File: src/sv/fwr_pkg.sv
// shared types and constants for the firmware image receiver
`default_nettype none
package fwr_pkg;
	localparam int HeaderMaxDef = 16;
	localparam int PageBytesDef = 256;

	localparam logic [1:0] FUNC_START = 2'd0;
	localparam logic [1:0] FUNC_BYTE  = 2'd1;
	localparam logic [1:0] FUNC_TICK  = 2'd2;

	localparam logic [3:0] ST_IGNORED  = 4'd0;
	localparam logic [3:0] ST_HDR_BYTE = 4'd1;
	localparam logic [3:0] ST_LEN_OK   = 4'd2;
	localparam logic [3:0] ST_LEN_BAD  = 4'd3;
	localparam logic [3:0] ST_DATA     = 4'd4;
	localparam logic [3:0] ST_HINT     = 4'd5;
	localparam logic [3:0] ST_DONE     = 4'd6;
	localparam logic [3:0] ST_TIMEOUT  = 4'd7;
	localparam logic [3:0] ST_OVERFLOW = 4'd8;
	localparam logic [3:0] ST_STARTED  = 4'd9;
	localparam logic [3:0] ST_TICK     = 4'd10;

	localparam logic [1:0] REG_MAX_IMAGE = 2'd0;
	localparam logic [1:0] REG_TIMEOUT   = 2'd1;
	localparam logic [1:0] REG_HINT      = 2'd2;

	localparam logic [20:0] ValCap = 21'h1FFFFF;

	typedef enum logic [2:0] {
		S_IDLE,
		S_PARSE,
		S_DIV_INIT,
		S_DIV,
		S_OUT
	} state_t;
endpackage
`default_nettype wire

File: src/sv/firmware_image_receiver.sv
// top level of the firmware image receiver: event decode, header parse, percent divider
// flow: start, tick and data items are decoded, then pass the divider init and, when a length
// is held, the divider steps; a header line end first runs the parser over the stored bytes
// throughput: one item at a time, set by the shared restoring divider (one quotient bit
// per cycle) and the byte-serial header parser
// reset: asynchronous, idle with no session, registers at their documented defaults
`default_nettype none
module firmware_image_receiver #(
	parameter int HEADER_MAX = fwr_pkg::HeaderMaxDef,
	parameter int PAGE_BYTES = fwr_pkg::PageBytesDef
) (
	input  wire logic        clk,
	input  wire logic        arst_n,
	input  wire logic        cfg_we,
	input  wire logic [1:0]  cfg_index,
	input  wire logic [19:0] cfg_data,
	input  wire logic        in_valid,
	output logic             in_ready,
	input  wire logic [1:0]  func,
	input  wire logic [7:0]  rx_byte,
	output logic             out_valid,
	input  wire logic        out_ready,
	output logic [3:0]       status,
	output logic [7:0]       data_out,
	output logic [11:0]      page_index,
	output logic [7:0]       page_offset,
	output logic             page_ready,
	output logic [20:0]      received_total,
	output logic [19:0]      expected_total,
	output logic [6:0]       progress_percent,
	output logic [20:0]      aligned_length,
	output logic [7:0]       tail_bytes
);
	import fwr_pkg::*;

	localparam int HcW = $clog2(HEADER_MAX + 1);
	localparam int HiW = $clog2(HEADER_MAX);
	localparam int PfW = $clog2(PAGE_BYTES);
	localparam int DivN = 28;
	localparam int DcW = $clog2(DivN + 1);

	// configuration
	logic [19:0] max_img_q;
	logic [15:0] timeout_q, hint_q;
	always_ff @(posedge clk or negedge arst_n) begin
		if (!arst_n) begin
			max_img_q <= 20'd983040;
			timeout_q <= 16'd10000;
			hint_q    <= 16'd1000;
		end else if (cfg_we) begin
			unique case (cfg_index)
				REG_MAX_IMAGE: max_img_q <= cfg_data;
				REG_TIMEOUT:   timeout_q <= cfg_data[15:0];
				REG_HINT:      hint_q    <= cfg_data[15:0];
				default: ;
			endcase
		end
	end

	// header memory
	logic [7:0] hdr_mem [HEADER_MAX];
	logic [7:0] hdr_rd_q;
	logic hdr_we;
	logic [HiW-1:0] hdr_wa, hdr_ra;
	always_ff @(posedge clk) begin
		if (hdr_we) hdr_mem[hdr_wa] <= rx_byte;
		hdr_rd_q <= hdr_mem[hdr_ra];
	end

	state_t state_q, state_d;
	logic receiving_q, hdr_done_q, hint_given_q;
	logic [HcW-1:0] hdr_cnt_q;
	logic [20:0] total_q;
	logic [11:0] page_q;
	logic [PfW-1:0] fill_q;
	logic [19:0] decl_q;
	logic [15:0] idle_q;

	// parser state
	logic [HcW-1:0] pk_q;
	logic [20:0] val_q;
	logic pstop_q, pbad_q;

	// divider state
	logic [27:0] dnum_q;
	logic [20:0] drem_q;
	logic [27:0] dquo_q;
	logic [DcW-1:0] dcnt_q;

	// result registers
	logic [3:0] r_status_q;
	logic [7:0] r_data_q, r_off_q, r_tail_q;
	logic [11:0] r_pidx_q;
	logic r_pready_q;
	logic [20:0] r_align_q;

	logic accept;
	assign accept = in_valid && in_ready;
	assign in_ready = (state_q == S_IDLE);
	assign hdr_wa = hdr_cnt_q[HiW-1:0];

	// divider step
	logic [21:0] dtrial;
	assign dtrial = {drem_q, dnum_q[27]} - {2'b0, decl_q};

	// parser step on the registered header byte
	logic [7:0] pc;
	logic is_digit;
	logic [24:0] val_mul;
	logic [24:0] val_next;
	assign pc = hdr_rd_q;
	assign is_digit = (pc >= 8'h30) && (pc <= 8'h39);
	assign val_mul = {1'b0, val_q, 3'b0} + {3'b0, val_q, 1'b0};
	assign val_next = val_mul + {21'd0, pc[3:0]};

	always_ff @(posedge clk or negedge arst_n) begin
		if (!arst_n) begin
			state_q <= S_IDLE;
			receiving_q <= 1'b0;
			hdr_done_q <= 1'b0;
			hint_given_q <= 1'b0;
			hdr_cnt_q <= '0;
			total_q <= '0;
			page_q <= '0;
			fill_q <= '0;
			decl_q <= '0;
			idle_q <= '0;
			r_status_q <= ST_IGNORED;
			pk_q <= '0;
			val_q <= '0;
			pstop_q <= 1'b0;
			pbad_q <= 1'b0;
			dcnt_q <= '0;
		end else begin
			state_q <= state_d;
			unique case (state_q)
				S_IDLE: if (accept) begin
					r_data_q <= '0; r_pidx_q <= '0; r_off_q <= '0;
					r_pready_q <= 1'b0; r_align_q <= '0; r_tail_q <= '0;
					r_status_q <= ST_IGNORED;
					if (func == FUNC_START) begin
						if (!receiving_q) begin
							receiving_q <= 1'b1; hdr_done_q <= 1'b0; hint_given_q <= 1'b0;
							hdr_cnt_q <= '0; total_q <= '0; page_q <= '0; fill_q <= '0;
							decl_q <= '0; idle_q <= '0;
							r_status_q <= ST_STARTED;
						end
					end else if (func == FUNC_BYTE && receiving_q) begin
						idle_q <= '0;
						if (!hdr_done_q) begin
							hdr_cnt_q <= hdr_cnt_q + 1'b1;
							if (rx_byte == 8'h0A || hdr_cnt_q + 1'b1 >= HcW'(HEADER_MAX)) begin
								hdr_done_q <= 1'b1;
								pk_q <= '0; val_q <= '0; pstop_q <= 1'b0; pbad_q <= 1'b0;
							end else begin
								r_status_q <= ST_HDR_BYTE;
							end
						end else if (total_q + 21'd1 > {1'b0, max_img_q}) begin
							total_q <= total_q + 21'd1;
							receiving_q <= 1'b0;
							r_status_q <= ST_OVERFLOW;
						end else begin
							r_data_q <= rx_byte;
							r_pidx_q <= page_q;
							r_off_q <= 8'(fill_q);
							total_q <= total_q + 21'd1;
							if (fill_q == PfW'(PAGE_BYTES - 1)) begin
								r_pready_q <= 1'b1;
								page_q <= page_q + 12'd1;
								fill_q <= '0;
							end else begin
								fill_q <= fill_q + 1'b1;
							end
							r_status_q <= ST_DATA;
							if (decl_q != '0 && total_q + 21'd1 >= {1'b0, decl_q}) begin
								r_status_q <= ST_DONE;
								receiving_q <= 1'b0;
								r_align_q <= (total_q + 21'd4) & ~21'd3;
								r_tail_q <= (fill_q == PfW'(PAGE_BYTES - 1)) ? 8'd0
									: 8'(fill_q + 1'b1);
							end
						end
					end else if (func == FUNC_TICK && receiving_q) begin
						logic [15:0] ic;
						ic = (idle_q != 16'hFFFF) ? idle_q + 16'd1 : idle_q;
						idle_q <= ic;
						if (ic > hint_q && total_q != '0 && !hint_given_q) begin
							hint_given_q <= 1'b1;
							r_status_q <= ST_HINT;
						end else if (ic > timeout_q) begin
							receiving_q <= 1'b0;
							r_status_q <= ST_TIMEOUT;
						end else begin
							r_status_q <= ST_TICK;
						end
					end
				end
				// one header byte per cycle, memory read address leading the parse index by one
				S_PARSE: begin
					if (pk_q >= 4 && pk_q < hdr_cnt_q && !pstop_q) begin
						if (is_digit) begin
							val_q <= (val_next > 25'(ValCap)) ? ValCap : val_next[20:0];
						end else if (pc == 8'h0D || pc == 8'h0A) begin
							pstop_q <= 1'b1;
						end else begin
							pstop_q <= 1'b1; pbad_q <= 1'b1;
						end
					end else if (pk_q < 4) begin
						if ((pk_q == 0 && pc != 8'h4C) || (pk_q == 1 && pc != 8'h45)
							|| (pk_q == 2 && pc != 8'h4E) || (pk_q == 3 && pc != 8'h3A))
							pbad_q <= 1'b1;
					end
					pk_q <= pk_q + 1'b1;
					if (state_d != S_PARSE) begin
						logic [20:0] v;
						v = (pbad_q || hdr_cnt_q < 5) ? 21'd0 : val_q;
						if (v >= 21'd16 && v <= {1'b0, max_img_q}) begin
							decl_q <= v[19:0];
							r_status_q <= ST_LEN_OK;
						end else begin
							r_status_q <= ST_LEN_BAD;
						end
					end
				end
				S_DIV_INIT: begin
					dnum_q <= 28'(total_q) * 28'd100;
					drem_q <= '0;
					dquo_q <= '0;
					dcnt_q <= '0;
				end
				// restoring division, one quotient bit per cycle
				S_DIV: begin
					dnum_q <= {dnum_q[26:0], 1'b0};
					if (!dtrial[21]) begin
						drem_q <= dtrial[20:0];
						dquo_q <= {dquo_q[26:0], 1'b1};
					end else begin
						drem_q <= {drem_q[19:0], dnum_q[27]};
						dquo_q <= {dquo_q[26:0], 1'b0};
					end
					dcnt_q <= dcnt_q + 1'b1;
				end
				S_OUT: ;
				default: ;
			endcase
		end
	end

	// parse ends when all stored bytes are seen (the header read address leads by one)
	logic parse_end;
	assign parse_end = (pk_q == hdr_cnt_q) || (pk_q == HcW'(HEADER_MAX));
	// or once the line is known to stop early or to be malformed
	logic parse_last;
	assign parse_last = pbad_q || pstop_q;

	// next state, memory addressing
	always_comb begin
		state_d = state_q;
		hdr_we = 1'b0;
		hdr_ra = '0;
		unique case (state_q)
			S_IDLE: begin
				hdr_we = accept && func == FUNC_BYTE && receiving_q && !hdr_done_q
					&& hdr_cnt_q < HcW'(HEADER_MAX);
				if (accept) begin
					if (func == FUNC_BYTE && receiving_q && !hdr_done_q
						&& (rx_byte == 8'h0A || hdr_cnt_q + 1'b1 >= HcW'(HEADER_MAX)))
						state_d = S_PARSE;
					else
						state_d = S_DIV_INIT;
				end
			end
			S_PARSE: begin
				hdr_ra = HiW'(pk_q + 1'b1);
				if (parse_last || parse_end) state_d = S_DIV_INIT;
			end
			S_DIV_INIT: state_d = (decl_q != '0) ? S_DIV : S_OUT;
			S_DIV: if (dcnt_q == DcW'(DivN - 1)) state_d = S_OUT;
			S_OUT: if (out_ready) state_d = S_IDLE;
			default: state_d = S_IDLE;
		endcase
	end

	// outputs
	assign out_valid = (state_q == S_OUT);
	assign status = r_status_q;
	assign data_out = r_data_q;
	assign page_index = r_pidx_q;
	assign page_offset = r_off_q;
	assign page_ready = r_pready_q;
	assign received_total = total_q;
	assign expected_total = decl_q;
	assign progress_percent = (decl_q == '0) ? 7'd0
		: (dquo_q > 28'd100) ? 7'd100 : dquo_q[6:0];
	assign aligned_length = r_align_q;
	assign tail_bytes = r_tail_q;
endmodule
`default_nettype wire
File: config.mk
export PLATFORM = sky130hd
export DESIGN_NAME = firmware_image_receiver
export DESIGN_NICKNAME = d
export VERILOG_FILES = /design/src/sv/fwr_pkg.sv /design/src/sv/firmware_image_receiver.sv
export SDC_FILE = /design/constraint.sdc
export NUM_CORES = 1
export LEC_CHECK = 0
export BUFFER_PORTS_ARGS = -buffer_cell sky130_fd_sc_hd__clkbuf_2
export CAP_MARGIN = 20
export CELL_PAD_IN_SITES_DETAIL_PLACEMENT = 0
export CELL_PAD_IN_SITES_GLOBAL_PLACEMENT = 1
export CORE_MARGIN = 1.5
export CORE_UTILIZATION = 53
export DETAILED_ROUTE_END_ITERATION = 7
export GPL_TIMING_DRIVEN = 0
export HOLD_SLACK_MARGIN = 0.12
export PLACE_DENSITY = 0.95
export SYNTH_ARGS = -nofsm -noshare
export SYNTH_HDL_FRONTEND = slang
export SYNTH_SLANG_ARGS = --single-unit
export TNS_END_PERCENT = 20
File: constraint.sdc
create_clock -name clk -period 6.3 [get_ports clk]
set_input_delay 0 -clock clk [delete_from_list [all_inputs] [get_ports clk]]
set_output_delay 0 -clock clk [all_outputs]
set_load 0.1 [all_outputs]
# After elaboration in Yosys (flattened, before gate mapping)
# Memories as Yosys holds them, arrays and structs flattened. A register that Yosys moved wholly into a read port is not among the register bits.
# Cells that the tools add are included.
totals:
  reg_bits: 312
  memories: 1
  in_bits: 37
  out_inout_bits: 112
  ram_bits: 128
  word_cells: 289
classes:
  n_mux: 112
  bitwise: 3
  eq_ne: 47
  n_addsub: 11
  n_mul: 1
  n_lt_le_gt_ge: 16
  reduce_logical: 69
mem_list:
  columns: ["memory", "words", "word_bits", "rd", "rd_ports_with_merged_regs", "wr", "line_no", "text"]
  rows:
  - ["hdr_mem", 16, 8, 1, 1, 1, "firmware_image_receiver.sv:61", "logic [7:0] hdr_mem [HEADER_MAX];"]
ops:
  columns: ["op", "count"]
  rows:
  - ["$mux W21", 14]
  - ["$pmux W28 S2", 2]
  - ["$mux W20", 5]
  - ["$pmux W21 S2", 2]
  - ["$mux W16", 5]
  - ["$mux W12", 6]
  - ["$mux W8", 6]
  - ["$mux W5", 9]
  - ["$mux W4", 11]
  - ["$pmux W20 S2", 1]
  - ["$mux W1", 36]
  - ["$gt A16 B16 Y1", 2]
  - ["$gt A28 B7 Y1 const B", 1]
  - ["$mul A21 B5 Y26 const B", 1]
  - ["$add A24 B22 Y25", 1]
  - ["$add A25 B4 Y25", 1]
  - ["$gt A25 B21 Y1 const B", 1]
  - ["$eq A8 B4 Y1 const B", 3]
  - ["$ne A8 B7 Y1 const B", 3]
  - ["$reduce_and A6 Y1", 4]
  - ["$ne A2 B2 Y1 const B", 11]
  - ["$sub A22 B20 Y22", 1]
  - ["$add A21 B1 Y21 const B", 1]
  - ["$add A21 B3 Y21 const B", 1]
  - ["60 further kinds", 131]

# Depth between registers and ports, before layout
logic_depth:
  depth_word: 11
  depth_mapped: 18
  mapped_depth_nobuf: 17

# Least setup slack after synthesis
# OpenSTA, ideal clock, no wires.
synth_timing:
  path_kind: "flip-flop to flip-flop"
  startpoint: "reg total_q[2] (netlist: received_total[2])"
  endpoint: "reg dnum_q[27], data pin"
  setup_ns: 0.270
  path_buffers: 0
  arrival_ns: 4.548
  stages_incl_launch_ff: 17
  setup_slack_ns: 1.482
  cell_sequence: "dfrtp_1 > inv_1 > ha_1 > ha_1 > inv_1 > fa_1 > inv_1 > ha_1 > o21a_1 > a2111oi_0 > o21bai_1 > a31oi_1 > o21ai_1 > a41o_1 > o41ai_1 > xor2_1 > a21oi_1"
synth_via:
  elab_chain_cells: 2
synth_rtl:
  columns: ["item", "line_no", "text"]
  rows:
  - ["start, declared", "firmware_image_receiver.sv:73", "logic [20:0] total_q;"]
  - ["start signal, assigned", "firmware_image_receiver.sv:159", "total_q <= total_q + 21'd1;"]
  - ["start signal, assigned", "firmware_image_receiver.sv:166", "total_q <= total_q + 21'd1;"]
  - ["$mul A21 B5 Y26", "firmware_image_receiver.sv:226", "dnum_q <= 28'(total_q) * 28'd100;"]
  - ["$pmux W28 S2", "firmware_image_receiver.sv:136", "unique case (state_q)"]
  - ["end signal, assigned", "firmware_image_receiver.sv:226", null]
  - ["end signal, assigned", "firmware_image_receiver.sv:233", "dnum_q <= {dnum_q[26:0], 1'b0};"]
  - ["end, declared", "firmware_image_receiver.sv:85", "logic [27:0] dnum_q;"]
# No other way between the ends. The select of a mux whose other input is x is not followed.
# A chain may end at the register's enable or synchronous reset.

# Worst setup path in the final report
layout_timing:
  startpoint: "reg total_q[2] (netlist: received_total[2])"
  endpoint: "reg r_align_q[2] (netlist: aligned_length[2]), data pin"
layout_via:
  elab_chain_cells: 5
  word_cells_on_any_way: 7
  cone_classes: "add/sub: 2; order compare: 2; bitwise: 1; reduce/logical: 2"
layout_rtl:
  columns: ["item", "line_no", "text"]
  rows:
  - ["$add A21 B1 Y21", "firmware_image_receiver.sv:158, firmware_image_receiver.sv:175", null]
  - ["$ge A21 B20 Y1", "firmware_image_receiver.sv:175", "if (decl_q != '0 && total_q + 21'd1 >= {1'b0, decl_q}) begin"]
  - ["$logic_and A1 B1 Y1", "firmware_image_receiver.sv:175", null]
  - ["$not A1 Y1 (no source line)", null, null]
  - ["$reduce_or A5 Y1 (no source line)", null, null]
  - ["end signal, assigned", "firmware_image_receiver.sv:178", "r_align_q <= (total_q + 21'd4) & ~21'd3;"]
  - ["end, declared", "firmware_image_receiver.sv:95", "logic [20:0] r_align_q;"]
# Several ways; a longest one is shown, not always the timed one.

==> impl_results.html <==
<table>
<tr><th>Metric</th><th>Value</th></tr>
<tr><th colspan="2">Critical path</th></tr>
<tr><td>Critical path class</td><td>reg2reg</td></tr>
<tr><td>Crit. End Element</td><td>register</td></tr>
<tr><td>Peak fanout along the critical path</td><td>10</td></tr>
<tr><td>Critical path launch point type</td><td>register</td></tr>
<tr><td>Minimum setup slack among reg-to-reg paths</td><td>0.71 ns</td></tr>
<tr><td>Number of cells on the worst reg-to-reg path</td><td>18</td></tr>
<tr><td>Capture point of the worst path</td><td>aligned_length[2]</td></tr>
<tr><td>Worst Setup SP</td><td>received_total[2]</td></tr>
<tr><td>Capturing point of the worst reg2reg path</td><td>aligned_length[2]</td></tr>
<tr><td>Required time at the endpoint of the critical path</td><td>~6.6 ns</td></tr>
<tr><td>Arrival time at the worst endpoint</td><td>between 5 and 6 ns</td></tr>
<tr><td>RR Startpoint</td><td>received_total[2]</td></tr>
<tr><th colspan="2">Yosys</th></tr>
<tr><td>Cell Area, Synth</td><td>approximately 26,000 um2</td></tr>
<tr><td>Gate count after technology mapping</td><td>2,497</td></tr>
<tr><td>Mean post-synth cell area</td><td>~10 um2</td></tr>
<tr><td>Fraction of synthesis flops using an asynchronous set or reset pin</td><td>around two fifths</td></tr>
<tr><td>Top FF cell, synth</td><td>sky130_fd_sc_hd__edfxtp_1</td></tr>
<tr><td>Warnings, synthesis</td><td>0</td></tr>
<tr><td>Cell types with the largest area share after synthesis</td><td>sky130_fd_sc_hd__edfxtp_1 (30%), sky130_fd_sc_hd__dfrtp_1 (16%), sky130_fd_sc_hd__ha_1 (12%)</td></tr>
<tr><td>Number of flops mapped to enable cells by yosys</td><td>about 260</td></tr>
<tr><td>Sequential share of the synthesized area</td><td>about 48%</td></tr>
<tr><td>Synth top area share</td><td>a little under 30%</td></tr>
<tr><td>Number of synthesized register bits</td><td>between 400 and 500</td></tr>
<tr><td>Post-synthesis cell type with the largest combined area</td><td>sky130_fd_sc_hd__edfxtp_1</td></tr>
<tr><td>Synth top cells by count</td><td>sky130_fd_sc_hd__edfxtp_1 (259), sky130_fd_sc_hd__nand2_1 (259), sky130_fd_sc_hd__ha_1 (247)</td></tr>
<tr><td>Post-synth cell types</td><td>85</td></tr>
<tr><th colspan="2">Die</th></tr>
<tr><td>Total die area</td><td>just over 50,000 um2</td></tr>
<tr><td>Initial core utilization</td><td>between 50% and 60%</td></tr>
<tr><td>Row count</td><td>81</td></tr>
<tr><td>I/O pin cnt</td><td>approximately 150</td></tr>
<tr><td>Die height</td><td>225 um</td></tr>
<tr><td>Placeable core area</td><td>48,700 um2</td></tr>
<tr><td>Die Span X</td><td>~220 um</td></tr>
<tr><th colspan="2">STA</th></tr>
<tr><td>Final number of max-transition violations</td><td>0</td></tr>
<tr><td>Final period utilization</td><td>88.8%</td></tr>
<tr><td>Slew @ Worst Pin</td><td>between 0.9 and 1 ns</td></tr>
<tr><td>Upper clock frequency limit</td><td>around 180 MHz</td></tr>
<tr><td>Max-slew headroom at the worst pin</td><td>37.0%</td></tr>
<tr><td>Final critical delay including setup and external delays</td><td>5.59 ns</td></tr>
<tr><td>Total setup violations reported at the end of the flow</td><td>0</td></tr>
<tr><td>RSZ-0062 raised after global routing</td><td>no</td></tr>
<tr><td>Clock skew after layout</td><td>0.0607 ns</td></tr>
<tr><td>Final hold vios</td><td>0</td></tr>
<tr><th colspan="2">Global routing</th></tr>
<tr><td>Antenna violations before repair</td><td>1</td></tr>
<tr><td>Largest net degree at the start of global routing</td><td>about 120</td></tr>
<tr><td>Global-route wire length before repair</td><td>around 110 mm</td></tr>
<tr><td>Global-route congestion overflow total</td><td>0</td></tr>
<tr><td>All-layer global routing usage</td><td>27.3%</td></tr>
<tr><td>Vias in the first global route</td><td>a little over 20,000</td></tr>
<tr><th colspan="2">Power and ir drop</th></tr>
<tr><td>Leakage</td><td>around 13 nW</td></tr>
<tr><td>IR Drop Worst-Case VDD</td><td>roughly 0.25 mV</td></tr>
<tr><td>Power per Cell Area</td><td>approximately 460 nW/um2</td></tr>
<tr><th colspan="2">Run status</th></tr>
<tr><td>Outcome</td><td>finished clean</td></tr>
<tr><th colspan="2">Route</th></tr>
<tr><td>Number of detailed-route iterations in the first pass</td><td>6</td></tr>
<tr><td>Violation count after the first detailed-routing iteration</td><td>around 1,600</td></tr>
<tr><td>Average wire per cell in the routed design</td><td>19.8 um</td></tr>
<tr><td>Wirelength, routed</td><td>between 60 and 70 mm</td></tr>
<tr><td>Number of nets with antenna violations after routing</td><td>0</td></tr>
<tr><td>Via density</td><td>5.88</td></tr>
<tr><td>Number of design rule violations left after detail routing</td><td>0</td></tr>
<tr><td>Total vias in the final route</td><td>20,300</td></tr>
<tr><th colspan="2">Final layout</th></tr>
<tr><td>Ant diodes</td><td>0</td></tr>
<tr><td>Final net count</td><td>around 3,100</td></tr>
<tr><td>Non-filler cells in the finished layout</td><td>between 3,000 and 4,000</td></tr>
<tr><td>Final standard cell utilization of the core</td><td>between 60% and 70%</td></tr>
<tr><td>Layout-stage area growth over the synthesis result</td><td>15.1%</td></tr>
<tr><td>Layout cell share with drive strength beyond 1</td><td>between 10% and 20%</td></tr>
<tr><th colspan="2">Clocking</th></tr>
<tr><td>Clock Root Buffer</td><td>sky130_fd_sc_hd__clkbuf_16</td></tr>
<tr><td>Clock sinks</td><td>~440</td></tr>
<tr><td>TritonCTS clock tree</td><td>yes</td></tr>
<tr><td>Total CTS buffers</td><td>48</td></tr>
<tr><td>Number of setup buffers added after CTS</td><td>0</td></tr>
<tr><td>Clk Latency, worst-skew pair</td><td>0.63 ns</td></tr>
<tr><td>Number of levels the H-tree was split into</td><td>2</td></tr>
<tr><td>Maximum clock insertion buffer count</td><td>3</td></tr>
<tr><td>Clk pin slew, worst setup/hold paths</td><td>roughly 0.070 ns</td></tr>
<tr><th colspan="2">Min path</th></tr>
<tr><td>Hold Path Class</td><td>in2reg</td></tr>
<tr><th colspan="2">Place</th></tr>
<tr><td>Number of port buffers</td><td>145</td></tr>
<tr><td>Inst Count DP</td><td>around 3,300</td></tr>
<tr><td>Final weighted congestion of routability-driven global placement</td><td>~0.96</td></tr>
<tr><td>Post-detailed-placement half-perimeter wirelength</td><td>slightly above 50 mm</td></tr>
<tr><th colspan="2">Job</th></tr>
<tr><td>Max-cap viol count</td><td>0</td></tr>
</table>
==> report_power, final <==
group	leakage (nW)	internal, mW	switching, mW
clock network	0.824	1.76	1.26
logic	7.78	2.45	4.18
registers	4.57	3.76	0.464
==> per-stage QoR <==
stage | hold slack (ns) | power, mW | setup WS (ns) | setup TNS, ns | instance area, um2
after floorplan | -0.296 | 9.20 | 1.48 | 0 | 26100
after global placement | 0.213 | 10.5 | -0.159 | -10.80 | 27600
after detailed placement | 0.0272 | 10.8 | 0.784 | 0 | 27700
after CTS | 0.181 | 13.9 | 0.755 | 0 | 30000
after global routing | 0.215 | 14.8 | 0.426 | 0 | 30000
final | 0.207 | 13.9 | 0.709 | 0 | 30000
==> registers in the layout, summed over array words and instances (netlist names), 12 cells and up <==
| register | flops |
|---|---|
| aligned_length | 19 |
| dnum_q | 26 |
| dquo_q | 28 |
| drem_q | 21 |
| expected_total | 20 |
| hdr_mem | 128 |
| hint_q | 16 |
| idle_q | 16 |
| max_img_q | 20 |
| page_index | 12 |
| page_q | 12 |
| received_total | 21 |
| timeout_q | 16 |
| val_q | 21 |
==> critical path: stages (launching register included) <==
cell                       delay [ns]
sky130_fd_sc_hd__dfrtp_1         0.55
sky130_fd_sc_hd__ha_1            0.32
sky130_fd_sc_hd__nand3_1         0.15
sky130_fd_sc_hd__nor2_1          0.37
sky130_fd_sc_hd__and3_1          0.22
sky130_fd_sc_hd__clkbuf_1        0.32
sky130_fd_sc_hd__nand3_1         0.15
sky130_fd_sc_hd__xnor2_1         0.53
sky130_fd_sc_hd__ha_1            0.37
sky130_fd_sc_hd__nand4_1         0.09
sky130_fd_sc_hd__nor2_1          0.07
sky130_fd_sc_hd__nand3_1         0.14
sky130_fd_sc_hd__nand2_1         0.08
sky130_fd_sc_hd__a31oi_1         0.19
sky130_fd_sc_hd__buf_4           0.23
sky130_fd_sc_hd__nor3_2          0.10
sky130_fd_sc_hd__nand2_1         0.52
sky130_fd_sc_hd__clkbuf_1        0.67
sky130_fd_sc_hd__nor2_1          0.21
==> layout make-up <==
type | count | area, um2
flip-flops and latches | 444 | 12400
fillers | 3925 | 18800
plain buffers | 91 | 374
clock inverters | 32 | 405
inverters | 201 | 754
multi-input cells | 1762 | 12600
clock buffers | 58 | 1310
well taps | 664 | 831
repair buffers | 205 | 1370
==> layout by cell type (no fill, tap or decap), drive strengths merged, types with 20 or more instances in the layout <==
cell type | netlist | routed
clkbuf | 73 | 277
a21o | 49 | 49
dlygate4sd3 | 0 | 49
xor2 | 36 | 36
mux2 | 39 | 39
nand4 | 37 | 37
o21a | 32 | 32
a311oi | 20 | 20
a21oi | 159 | 159
nor2 | 154 | 154
inv | 201 | 203
edfxtp | 259 | 259
buf | 18 | 28
and3 | 67 | 67
dfrtp | 162 | 162
and2 | 60 | 60
nand2 | 259 | 259
ha | 247 | 247
o21ai | 151 | 151
xnor2 | 74 | 74
nand3 | 54 | 54
mux2i | 42 | 42
nor4 | 22 | 22
nor3 | 35 | 35
==> layer usage <==
metal	vias up	track usage [%]	part of all wire, %
met5	-	0	0
met2	720	44.9	47
met3	179	4.40	6.4
met1	9924	35.9	42
li1	9503	-	-
met4	0	11.4	4.4
==> cell families after synthesis <==
group	count (synthesis)	share of synthesized area, %
adders and majority gates	266	13.3
and+or+nand+nor	754	14.1
DFF	444	47.5
AOI/OAI and AO/OA	541	13.0
other	1	0.0144
buffers and inverters	292	4.33
xor gates and xnor gates	110	3.75
muxes	89	3.99
==> worst min path at each step <==
stage,slack (ns),start,cells past startpoint,endpoint
after floorplan,-0.30,arst_n,0,dcnt_q[0]
after global placement,0.21,cfg_data[19],3,max_img_q[19]
after detailed placement,0.03,arst_n,1,timeout_q[2]
after CTS,0.18,cfg_data[1],3,hint_q[1]
after global routing,0.21,cfg_data[1],3,timeout_q[1]
final,0.21,cfg_data[2],4,max_img_q[2]
==> timing repair <==
action,4_1_cts,5_1_grt
resized for setup,0,0
endpoints found under the hold margin,388,0
hold buffers,50,0
(Power assumes the default switching activity.)
